**config.mk**
```make
export PLATFORM = sky130hd
export DESIGN_NAME = pmf_distance_kernel_multiply_flat
export DESIGN_NICKNAME = d
export VERILOG_FILES = /design/src/sv/pmfk_pkg.sv /design/src/sv/pmfk_ifs.sv /design/src/sv/pmfk_seq.sv /design/src/sv/pmfk_mac.sv /design/src/sv/pmf_distance_kernel_multiply.sv /design/src/flat_wrapper.sv
export SDC_FILE = /design/constraint.sdc
export NUM_CORES = 2
export LEC_CHECK = 0
export CORE_UTILIZATION = 45
export CTS_CLUSTER_SIZE = 12
export DETAILED_ROUTE_END_ITERATION = 10
export DONT_BUFFER_PORTS = 1
export RECOVER_POWER = 50
export SYNTH_ARGS = -nofsm -noshare
export SYNTH_HDL_FRONTEND = slang
export SYNTH_SLANG_ARGS = --single-unit
```
**constraint.sdc**
```tcl
create_clock -name i_clk -period 6.3 [get_ports i_clk]
set_clock_uncertainty 0.2 [all_clocks]
set_input_delay 0.945 -clock i_clk [delete_from_list [all_inputs] [get_ports i_clk]]
set_output_delay 0.945 -clock i_clk [all_outputs]
set_load 0.05 [all_outputs]
```
**src/sv/pmfk_pkg.sv**
```systemverilog
// ----------------------------------------------------------------------------
// pmfk_pkg
// Shared types and constants for the distance kernel probability multiplier.
// ----------------------------------------------------------------------------
package pmfk_pkg;

    localparam int MAX_LABELS  = 64;
    // The label field is 6 bits wide, so no more than 64 labels are ever in use.
    localparam int FIELD_LBLS  = 64;
    localparam int USE_LABELS  = (MAX_LABELS < FIELD_LBLS) ? MAX_LABELS : FIELD_LBLS;
    localparam int ADDR_W      = $clog2(MAX_LABELS);
    localparam int CNT_W       = $clog2(USE_LABELS);
    localparam int Q_W         = 16;
    localparam int PROD_W      = 2 * Q_W;
    localparam int ACC_W       = PROD_W + CNT_W;
    localparam int OP_W        = 2;
    localparam int SLOT_W      = 6;
    localparam int LABEL_W     = 6;
    localparam int CNT_CFG_W   = 7;
    localparam logic [CNT_CFG_W-1:0] LABEL_COUNT_RST = CNT_CFG_W'(64);

    typedef enum logic [OP_W-1:0] {
        OP_LOAD_PROB = 2'd0,
        OP_LOAD_KERN = 2'd1,
        OP_MULT      = 2'd2,
        OP_NONE      = 2'd3
    } t_op;

    typedef enum logic [1:0] {
        ST_IDLE,
        ST_RUN,
        ST_DRAIN
    } t_seq_state;

    // Command from the sequencer to the datapath, one per cycle.
    typedef struct packed {
        logic              we_prob;
        logic              we_kern;
        logic [ADDR_W-1:0] waddr;
        logic [Q_W-1:0]    wdata;
        logic              rd_vld;
        logic              rd_first;
        logic              rd_last;
        logic              col_last;
        logic [CNT_W-1:0]  col;
        logic [ADDR_W-1:0] raddr_p;
        logic [ADDR_W-1:0] raddr_k;
    } t_mac_cmd;

    typedef struct packed {
        logic busy;
    } t_mac_stat;

    typedef struct packed {
        logic             vld;
        logic             first;
        logic             last;
        logic             col_last;
        logic [CNT_W-1:0] col;
    } t_tag;

    typedef struct packed {
        logic               vld;
        logic [LABEL_W-1:0] label;
        logic [Q_W-1:0]     prob_out;
        logic               last;
    } t_result;

endpackage

```
**src/sv/pmfk_ifs.sv**
```systemverilog
// ----------------------------------------------------------------------------
// pmfk_ifs
// Valid/ready channel interfaces for input items, result items and the
// label count register.
// ----------------------------------------------------------------------------
interface pmfk_in_if
    import pmfk_pkg::*;
();
    logic              valid;
    logic              ready;
    logic [OP_W-1:0]   op;
    logic [SLOT_W-1:0] slot;
    logic [Q_W-1:0]    value;

    modport source (output valid, output op, output slot, output value, input ready);
    modport sink   (input valid, input op, input slot, input value, output ready);
endinterface

interface pmfk_out_if
    import pmfk_pkg::*;
();
    logic               valid;
    logic               ready;
    logic [LABEL_W-1:0] label;
    logic [Q_W-1:0]     prob_out;
    logic               last;

    modport source (output valid, output label, output prob_out, output last, input ready);
    modport sink   (input valid, input label, input prob_out, input last, output ready);
endinterface

interface pmfk_cfg_if
    import pmfk_pkg::*;
();
    logic                 valid;
    logic                 ready;
    logic [CNT_CFG_W-1:0] label_count;

    modport source (output valid, output label_count, input ready);
    modport sink   (input valid, input label_count, output ready);
endinterface

```
**src/sv/pmfk_seq.sv**
```systemverilog
// ----------------------------------------------------------------------------
// pmfk_seq
// Sequencer: takes load and multiply items, and steps the row and column
// counters that drive the shared multiply-accumulate datapath.
// ----------------------------------------------------------------------------
module pmfk_seq
    import pmfk_pkg::*;
(
    input  logic                 i_clk,
    input  logic                 i_rst_n,
    input  logic                 i_in_valid,
    input  logic [OP_W-1:0]      i_in_op,
    input  logic [SLOT_W-1:0]    i_in_slot,
    input  logic [Q_W-1:0]       i_in_value,
    output logic                 o_in_ready,
    input  logic [CNT_CFG_W-1:0] i_label_count,
    input  t_mac_stat            i_stat,
    output t_mac_cmd             o_cmd
);

    t_seq_state       r_state, n_state;
    logic [CNT_W-1:0] r_row, n_row;
    logic [CNT_W-1:0] r_col, n_col;
    logic [CNT_W-1:0] r_last_idx, n_last_idx;
    logic [CNT_W-1:0] w_dist;
    logic [CNT_W-1:0] w_count_last;
    logic             w_accept;
    logic             w_slot_ok;

    // Labels in use, minus one: zero counts as one, large values saturate.
    always_comb begin
        if (i_label_count == '0) begin
            w_count_last = '0;
        end else if (32'(i_label_count) > USE_LABELS) begin
            w_count_last = CNT_W'(USE_LABELS - 1);
        end else begin
            w_count_last = CNT_W'(i_label_count - CNT_CFG_W'(1));
        end
    end

    assign w_dist    = (r_row > r_col) ? (r_row - r_col) : (r_col - r_row);
    assign w_accept  = i_in_valid && o_in_ready;
    assign w_slot_ok = (32'(i_in_slot) < MAX_LABELS);

    always_ff @(posedge i_clk) begin
        if (!i_rst_n) begin
            r_state <= ST_IDLE;
        end else begin
            r_state <= n_state;
        end
    end

    always_ff @(posedge i_clk) begin
        r_row      <= n_row;
        r_col      <= n_col;
        r_last_idx <= n_last_idx;
    end

    always_comb begin
        n_state    = r_state;
        n_row      = r_row;
        n_col      = r_col;
        n_last_idx = r_last_idx;
        o_in_ready = 1'b0;

        o_cmd          = '0;
        o_cmd.waddr    = ADDR_W'(i_in_slot);
        o_cmd.wdata    = i_in_value;
        o_cmd.col      = r_col;
        o_cmd.raddr_p  = ADDR_W'(r_row);
        o_cmd.raddr_k  = ADDR_W'(w_dist);
        o_cmd.rd_first = (r_row == '0);
        o_cmd.rd_last  = (r_row == r_last_idx);
        o_cmd.col_last = (r_col == r_last_idx);

        case (r_state)
            ST_IDLE: begin
                o_in_ready = 1'b1;
                if (w_accept) begin
                    case (t_op'(i_in_op))
                        OP_LOAD_PROB: o_cmd.we_prob = w_slot_ok;
                        OP_LOAD_KERN: o_cmd.we_kern = w_slot_ok;
                        OP_MULT: begin
                            n_last_idx = w_count_last;
                            n_row      = '0;
                            n_col      = '0;
                            n_state    = ST_RUN;
                        end
                        default: ;
                    endcase
                end
            end
            ST_RUN: begin
                o_cmd.rd_vld = 1'b1;
                if (r_row == r_last_idx) begin
                    n_row   = '0;
                    n_state = ST_DRAIN;
                end else begin
                    n_row = r_row + CNT_W'(1);
                end
            end
            ST_DRAIN: begin
                // Hold off the next column until the current column's sum has left the accumulator.
                if (!i_stat.busy) begin
                    if (r_col == r_last_idx) begin
                        n_state = ST_IDLE;
                    end else begin
                        n_col   = r_col + CNT_W'(1);
                        n_state = ST_RUN;
                    end
                end
            end
            default: n_state = ST_IDLE;
        endcase
    end

endmodule

```
**src/sv/pmfk_mac.sv**
```systemverilog
// ----------------------------------------------------------------------------
// pmfk_mac
// Datapath: probability and kernel stores, one shared 16x16 multiplier, the
// Q6.32 accumulator, rounding and saturation, and the result register.
// ----------------------------------------------------------------------------
module pmfk_mac
    import pmfk_pkg::*;
(
    input  logic      i_clk,
    input  logic      i_rst_n,
    input  t_mac_cmd  i_cmd,
    input  logic      i_out_ready,
    output t_mac_stat o_stat,
    output t_result   o_res
);

    logic [Q_W-1:0]    r_prob_mem [MAX_LABELS];
    logic [Q_W-1:0]    r_kern_mem [MAX_LABELS];
    logic [Q_W-1:0]    r_pdata;
    logic [Q_W-1:0]    r_kdata;
    logic [PROD_W-1:0] r_prod;
    logic [ACC_W-1:0]  r_acc;
    logic [CNT_W-1:0]  r_pend_col;
    logic              r_pend_last;
    logic              r_pend;
    t_tag              r_s1, r_s2;
    t_result           r_res;
    logic [ACC_W:0]    w_rnd;
    logic [Q_W-1:0]    w_sat;
    logic              w_take;

    always_ff @(posedge i_clk) begin
        if (i_cmd.we_prob) begin
            r_prob_mem[i_cmd.waddr] <= i_cmd.wdata;
        end
        if (i_cmd.we_kern) begin
            r_kern_mem[i_cmd.waddr] <= i_cmd.wdata;
        end
        r_pdata <= r_prob_mem[i_cmd.raddr_p];
        r_kdata <= r_kern_mem[i_cmd.raddr_k];
    end

    // Round half up to Q0.16, then saturate.
    assign w_rnd  = {1'b0, r_acc} + (ACC_W + 1)'(32768);
    assign w_sat  = (w_rnd[ACC_W:PROD_W] != '0) ? '1 : w_rnd[PROD_W-1:Q_W];
    assign w_take = r_pend && (!r_res.vld || i_out_ready);

    always_ff @(posedge i_clk) begin
        if (!i_rst_n) begin
            r_s1.vld  <= 1'b0;
            r_s2.vld  <= 1'b0;
            r_pend    <= 1'b0;
            r_res.vld <= 1'b0;
        end else begin
            r_s1.vld <= i_cmd.rd_vld;
            r_s2.vld <= r_s1.vld;
            if (r_s2.vld && r_s2.last) begin
                r_pend <= 1'b1;
            end else if (w_take) begin
                r_pend <= 1'b0;
            end
            if (w_take) begin
                r_res.vld <= 1'b1;
            end else if (i_out_ready) begin
                r_res.vld <= 1'b0;
            end
        end
        r_s1.first    <= i_cmd.rd_first;
        r_s1.last     <= i_cmd.rd_last;
        r_s1.col_last <= i_cmd.col_last;
        r_s1.col      <= i_cmd.col;
        r_s2.first    <= r_s1.first;
        r_s2.last     <= r_s1.last;
        r_s2.col_last <= r_s1.col_last;
        r_s2.col      <= r_s1.col;
        r_prod        <= r_pdata * r_kdata;
        if (r_s2.vld) begin
            r_acc <= (r_s2.first ? '0 : r_acc) + ACC_W'(r_prod);
            if (r_s2.last) begin
                r_pend_col  <= r_s2.col;
                r_pend_last <= r_s2.col_last;
            end
        end
        if (w_take) begin
            r_res.label    <= LABEL_W'(r_pend_col);
            r_res.prob_out <= w_sat;
            r_res.last     <= r_pend_last;
        end
    end

    assign o_stat.busy = r_s1.vld || r_s2.vld || r_pend;
    assign o_res       = r_res;

endmodule

```
**src/sv/pmf_distance_kernel_multiply.sv**
```systemverilog
// ----------------------------------------------------------------------------
// pmf_distance_kernel_multiply
// Multiplies a label probability vector by a distance kernel table:
// out[c] = sum over r of prob[r] * kernel[|r - c|], Q0.16 in and out.
//
//   channel  dir  handshake     payload
//   i_in     in   valid/ready   op, slot, value
//   o_out    out  valid/ready   label, prob_out, last
//   i_cfg    in   valid/ready   label_count
//
// A load item is written into its store when it is accepted. A multiply item
// over N labels computes one product per cycle while a column runs, through
// the single shared multiplier and the single read port of each store, with
// a drain of the pipeline at the end of every column. Input ready is low
// for the whole run. A full result register holds the sequencer at the end
// of a column until the column's sum can move into it.
// Reset is synchronous and active low; the stores are not cleared.
// ----------------------------------------------------------------------------
module pmf_distance_kernel_multiply
    import pmfk_pkg::*;
(
    input  logic       i_clk,
    input  logic       i_rst_n,
    pmfk_in_if.sink    i_in,
    pmfk_out_if.source o_out,
    pmfk_cfg_if.sink   i_cfg
);

    logic [CNT_CFG_W-1:0] r_label_count;
    t_mac_cmd             w_cmd;
    t_mac_stat            w_stat;
    t_result              w_res;

    assign i_cfg.ready = 1'b1;

    always_ff @(posedge i_clk) begin
        if (!i_rst_n) begin
            r_label_count <= LABEL_COUNT_RST;
        end else if (i_cfg.valid && i_cfg.ready) begin
            r_label_count <= i_cfg.label_count;
        end
    end

    pmfk_seq u_seq (
        .i_clk         (i_clk),
        .i_rst_n       (i_rst_n),
        .i_in_valid    (i_in.valid),
        .i_in_op       (i_in.op),
        .i_in_slot     (i_in.slot),
        .i_in_value    (i_in.value),
        .o_in_ready    (i_in.ready),
        .i_label_count (r_label_count),
        .i_stat        (w_stat),
        .o_cmd         (w_cmd)
    );

    pmfk_mac u_mac (
        .i_clk       (i_clk),
        .i_rst_n     (i_rst_n),
        .i_cmd       (w_cmd),
        .i_out_ready (o_out.ready),
        .o_stat      (w_stat),
        .o_res       (w_res)
    );

    assign o_out.valid    = w_res.vld;
    assign o_out.label    = w_res.label;
    assign o_out.prob_out = w_res.prob_out;
    assign o_out.last     = w_res.last;

    // A new item is only taken once the datapath has fully drained.
    a_idle_on_accept: assert property (@(posedge i_clk) disable iff (!i_rst_n)
        (i_in.valid && i_in.ready) |-> !w_stat.busy)
        else $error("item accepted while the datapath is busy");

    // A multiply closes the input until its run is done.
    a_mult_blocks: assert property (@(posedge i_clk) disable iff (!i_rst_n)
        (i_in.valid && i_in.ready && i_in.op == OP_MULT) |=> !i_in.ready)
        else $error("input still ready after a multiply item");

    // Store writes happen only for accepted load items.
    a_write_on_load: assert property (@(posedge i_clk) disable iff (!i_rst_n)
        (w_cmd.we_prob || w_cmd.we_kern) |-> (i_in.valid && i_in.ready && !w_cmd.rd_vld))
        else $error("store written outside a load item");

endmodule
```
**src/flat_wrapper.sv**
```systemverilog
// flat-port wrapper written by rule: the top's interface ports become plain ports
module pmf_distance_kernel_multiply_flat import pmfk_pkg::*;
  (i_clk, i_rst_n, i_in_valid, i_in_op, i_in_slot, i_in_value, i_in_ready, o_out_valid, o_out_label, o_out_prob_out, o_out_last, o_out_ready, i_cfg_valid, i_cfg_label_count, i_cfg_ready);
  pmfk_in_if i_in_i ();
  pmfk_out_if o_out_i ();
  pmfk_cfg_if i_cfg_i ();
  input  logic i_clk;
  input  logic i_rst_n;
  input wire logic [$bits(i_in_i.valid)-1:0] i_in_valid;
  input wire logic [$bits(i_in_i.op)-1:0] i_in_op;
  input wire logic [$bits(i_in_i.slot)-1:0] i_in_slot;
  input wire logic [$bits(i_in_i.value)-1:0] i_in_value;
  output wire logic [$bits(i_in_i.ready)-1:0] i_in_ready;
  output wire logic [$bits(o_out_i.valid)-1:0] o_out_valid;
  output wire logic [$bits(o_out_i.label)-1:0] o_out_label;
  output wire logic [$bits(o_out_i.prob_out)-1:0] o_out_prob_out;
  output wire logic [$bits(o_out_i.last)-1:0] o_out_last;
  input wire logic [$bits(o_out_i.ready)-1:0] o_out_ready;
  input wire logic [$bits(i_cfg_i.valid)-1:0] i_cfg_valid;
  input wire logic [$bits(i_cfg_i.label_count)-1:0] i_cfg_label_count;
  output wire logic [$bits(i_cfg_i.ready)-1:0] i_cfg_ready;
  assign i_in_i.valid = i_in_valid;
  assign i_in_i.op = i_in_op;
  assign i_in_i.slot = i_in_slot;
  assign i_in_i.value = i_in_value;
  assign i_in_ready = i_in_i.ready;
  assign o_out_valid = o_out_i.valid;
  assign o_out_label = o_out_i.label;
  assign o_out_prob_out = o_out_i.prob_out;
  assign o_out_last = o_out_i.last;
  assign o_out_i.ready = o_out_ready;
  assign i_cfg_i.valid = i_cfg_valid;
  assign i_cfg_i.label_count = i_cfg_label_count;
  assign i_cfg_ready = i_cfg_i.ready;
  pmf_distance_kernel_multiply u_core (.i_clk(i_clk), .i_rst_n(i_rst_n), .i_in(i_in_i), .o_out(o_out_i), .i_cfg(i_cfg_i));
endmodule
```
==> metrics.txt <==
status finished, violations left; failing checks capacitance limit, slew limit; TritonCTS clock tree built; pin count of the biggest net entering global routing 145; Syn Inst Count 5,196; nets@finish 5,896; fin. max-slew vios 1,813; crit start category flop; DRT antenna net count 0; Worst-Margin Slew 4250 ps; Initial Utilization 45.4%; critical path class reg2reg; Die Area 0.214 mm2; # setup viols final 0; most frequent cells in the layout edfxtp_1, mux4_2, nand2_1; Global Route Usage Sum 23.1%; DRC errors left 0; most common cell after layout, fill and taps aside edfxtp_1; fill cell count between 15,000 and 20,000; routability cong. 0.862; Post-Syn Area around 0.095 mm2; initial antenna violation count 19; maximum vdd ir drop 2160 uV; CTS max path bufs 3; Post-synth EDFFs 2,134; CORE AREA 0.210 mm2; setup_tns 0 ps; Core Util, Final between 50% and 60%; Hold Crit Class reg2reg; Avg Inst Size Synth 18.4 um2; cells along the critical path buf_4, and2_1, fa_1, inv_1, fa_1, fa_1, fa_1, inv_1, fa_1, inv_1, fa_1, inv_1, ha_4, and2_1, nand4_1, or3_1, a21oi_2, nor2_2, o31ai_4, a211oi_2, o21bai_1, a21oi_1, xnor2_1; Worst path top cell family by delay adder cells; CTS Buf Count 224; Async S/R FF share, synth 0%; final hold violations 0; post-route minimum period 6020 ps; Port Buf Inserts 0; wire length per cell 29.1 um; CTS Sinks 2,229; total grt overflow 0; Arr. time, crit path 6570 ps; detailed placement HPWL between 100,000 and 150,000 um; P&R area growth vs syn 12.5%; total power between 60,000 and 70,000 uW; Root Driver clkbuf_16; achievable frequency 166 MHz; Die X-Extent roughly 460 um; Period Utilization, post-route 95.5%; pre-CTS setup slack -177 ps; Seq/Total Area, Yosys roughly 69%; CP peak stage delay roughly 530 ps; cell mode on critical path fa_1; routed vias 49,000; Worst setup EP type flop; Post-Route WL between 200,000 and 250,000 um; critical path peak fanout 8; H-tree levels 4; Max-Cap Viols 44; DRT Pass-1 Iters 6; Layout Cells excl Fill 8,473; total I/O pin count 62; Die Height approximately 460 um; PnR worst setup slack about 280 ps; number of global-route vias before repair 49,400; Critical Path RT 6860 ps; syn nets 5,581; worst-skew pair later-pin latency 870 ps; ys flop type edfxtp_1; share of layout cells above drive strength 1 19.8%; slew margin rel. -183%; Pwr Density 611 mW/mm2; first-pass GRT wire length 355,000 um; clk slew on worst S/H paths 60 ps; #FFs+latches synth 2,229; # rows ~170; leakage roughly 0.036 uW; DR iter-0 viols 5,874; distinct cell type count after synthesis 70; Cells after DPL 8,015; yosys warns 0; routed vias/inst 5.79; CP max stage cell fa_1; crit path buf inv count 5
[Yosys cell counts, types with 6 or more instances]
library cell	n	share of area, %
mux2i_1	71	0.75
nand3_1	32	0.17
o21ai_0	30	0.16
buf_4	6	0.047
and2_1	186	1.2
a21o_1	30	0.24
a22oi_1	31	0.24
a21oi_1	67	0.35
nand4_1	11	0.072
fa_1	197	4.1
clkbuf_1	163	0.64
or3_1	10	0.066
and3_1	9	0.059
nor3_1	22	0.12
xor2_1	35	0.32
nand3b_1	8	0.063
ha_1	152	2.0
nor2_1	202	0.79
mux4_2	529	12
nand2_1	302	1.2
xnor2_1	60	0.55
a211oi_1	129	1.0
nor2b_1	106	0.70
o21a_1	12	0.094
dfxtp_1	95	2.0
o211ai_1	11	0.087
inv_1	257	1.0
nand2b_1	13	0.085
a211o_1	66	0.61
o21bai_1	12	0.094
a31oi_1	63	0.41
edfxtp_1	2134	67
buf_2	34	0.18
buf_6	15	0.18
buf_1	40	0.16
[layout make-up]
| cell class | instances | area [um2] | area share, % |
|---|---|---|---|
| antenna | 1 | 2.50 | 0.00233 |
| timing repair buffer | 350 | 2790 | 2.60 |
| sequential | 2229 | 66000 | 61.5 |
| tap | 2805 | 3510 | 3.27 |
| clock buffer | 307 | 5950 | 5.54 |
| inverter | 258 | 971 | 0.905 |
| multi-input combinational | 2448 | 27400 | 25.6 |
| clock inverter | 75 | 668 | 0.623 |
[through the flow]
step	cell area, um2	hold WS (ps)
3_3_place_gp	100000	111
4_1_cts	108000	0.0178
6_report	107000	113
5_1_grt	107000	18.5
3_5_place_dp	100000	112
2_1_floorplan	95400	110
[sequential cells by signal (all words and copies together), names as in the netlist, 6 cells and up]
| name | cells |
|---|---|
| u_core.u_mac.r_kern_mem | 1024 |
| u_core.u_mac.r_prob_mem | 1024 |
| u_core.u_mac.r_acc | 38 |
| u_core.u_mac.r_prod | 32 |
| u_core.u_mac.o_res | 24 |
| u_core.u_mac.r_kdata | 16 |
| u_core.u_mac.r_pdata | 16 |
| u_core.u_mac.r_s1 | 10 |
| u_core.u_mac.r_s2 | 10 |
| u_core.r_label_count | 7 |
| u_core.u_mac.r_pend_col | 6 |
| u_core.u_seq.r_col | 6 |
| u_core.u_seq.r_last_idx | 6 |
| u_core.u_seq.r_row | 6 |
[final timing paths]
| path | cells after the start | endpoint | slack [ps] | from |
|---|---|---|---|---|
| worst max register to register | 23 | u_core.u_mac.r_prod[31] | 280 | u_core.u_mac.r_pdata[5] |
| worst min-delay path | 0 | u_core.u_mac.r_s2[8] | 110 | u_core.u_mac.r_s1[8] |
| worst max-delay path | 23 | u_core.u_mac.r_prod[31] | 280 | u_core.u_mac.r_pdata[5] |
| worst min register to register | 0 | u_core.u_mac.r_s2[8] | 110 | u_core.u_mac.r_s1[8] |
[what timing repair did]
action / 4_1_cts / 5_1_grt
endpoints found under the hold margin: 857 / 0
hold buffers: 74 / 0
gates resized for setup: 3 / 32
pin swaps: 0 / 9
buffers inserted: 0 / 1
setup endpoints to repair: 4 / 7
[cells by family after synthesis]
kind of cell	Yosys count	share of synthesized area, %
DFF	2229	69.2
and+or+nand+nor	917	4.66
muxes	605	13.3
buffers and inverters	519	2.26
AOI/OAI and AO/OA	478	3.55
adders and majority gates	351	6.15
xor gates and xnor gates	96	0.901
other	1	0.00393
[report_power, final]
group	internal [uW]	leakage [uW]	switching, uW	total, uW
combinational	16800	0.0127	19300	36100
sequential	17000	0.0199	162	17200
clock	6710	0.00319	5610	12300
total	40500	0.0359	25100	65600
[worst reg2reg max path, stage by stage, from the launching register on]
cell and delay (ps):
dfxtp_2 370, buf_4 170, and2_1 150, fa_1 530, inv_1 50, fa_1 390
fa_1 450, fa_1 490, inv_1 60, fa_1 520, inv_1 50, fa_1 470
inv_1 70, ha_4 290, and2_1 160, nand4_1 100, or3_1 340, a21oi_2 220
nor2_2 90, o31ai_4 260, a211oi_2 110, o21bai_1 140, a21oi_1 90, xnor2_1 120
[metal layers]
metal	up-vias	track usage [%]	share of wire [%]
li1	20900	-	-
met1	26000	33.2	42
met2	1827	37.2	48
met3	286	3.70	7.5
met4	2	5.29	2.5
met5	-	0	0.0053
No activity file was read; power rests on OpenSTA's default activity.
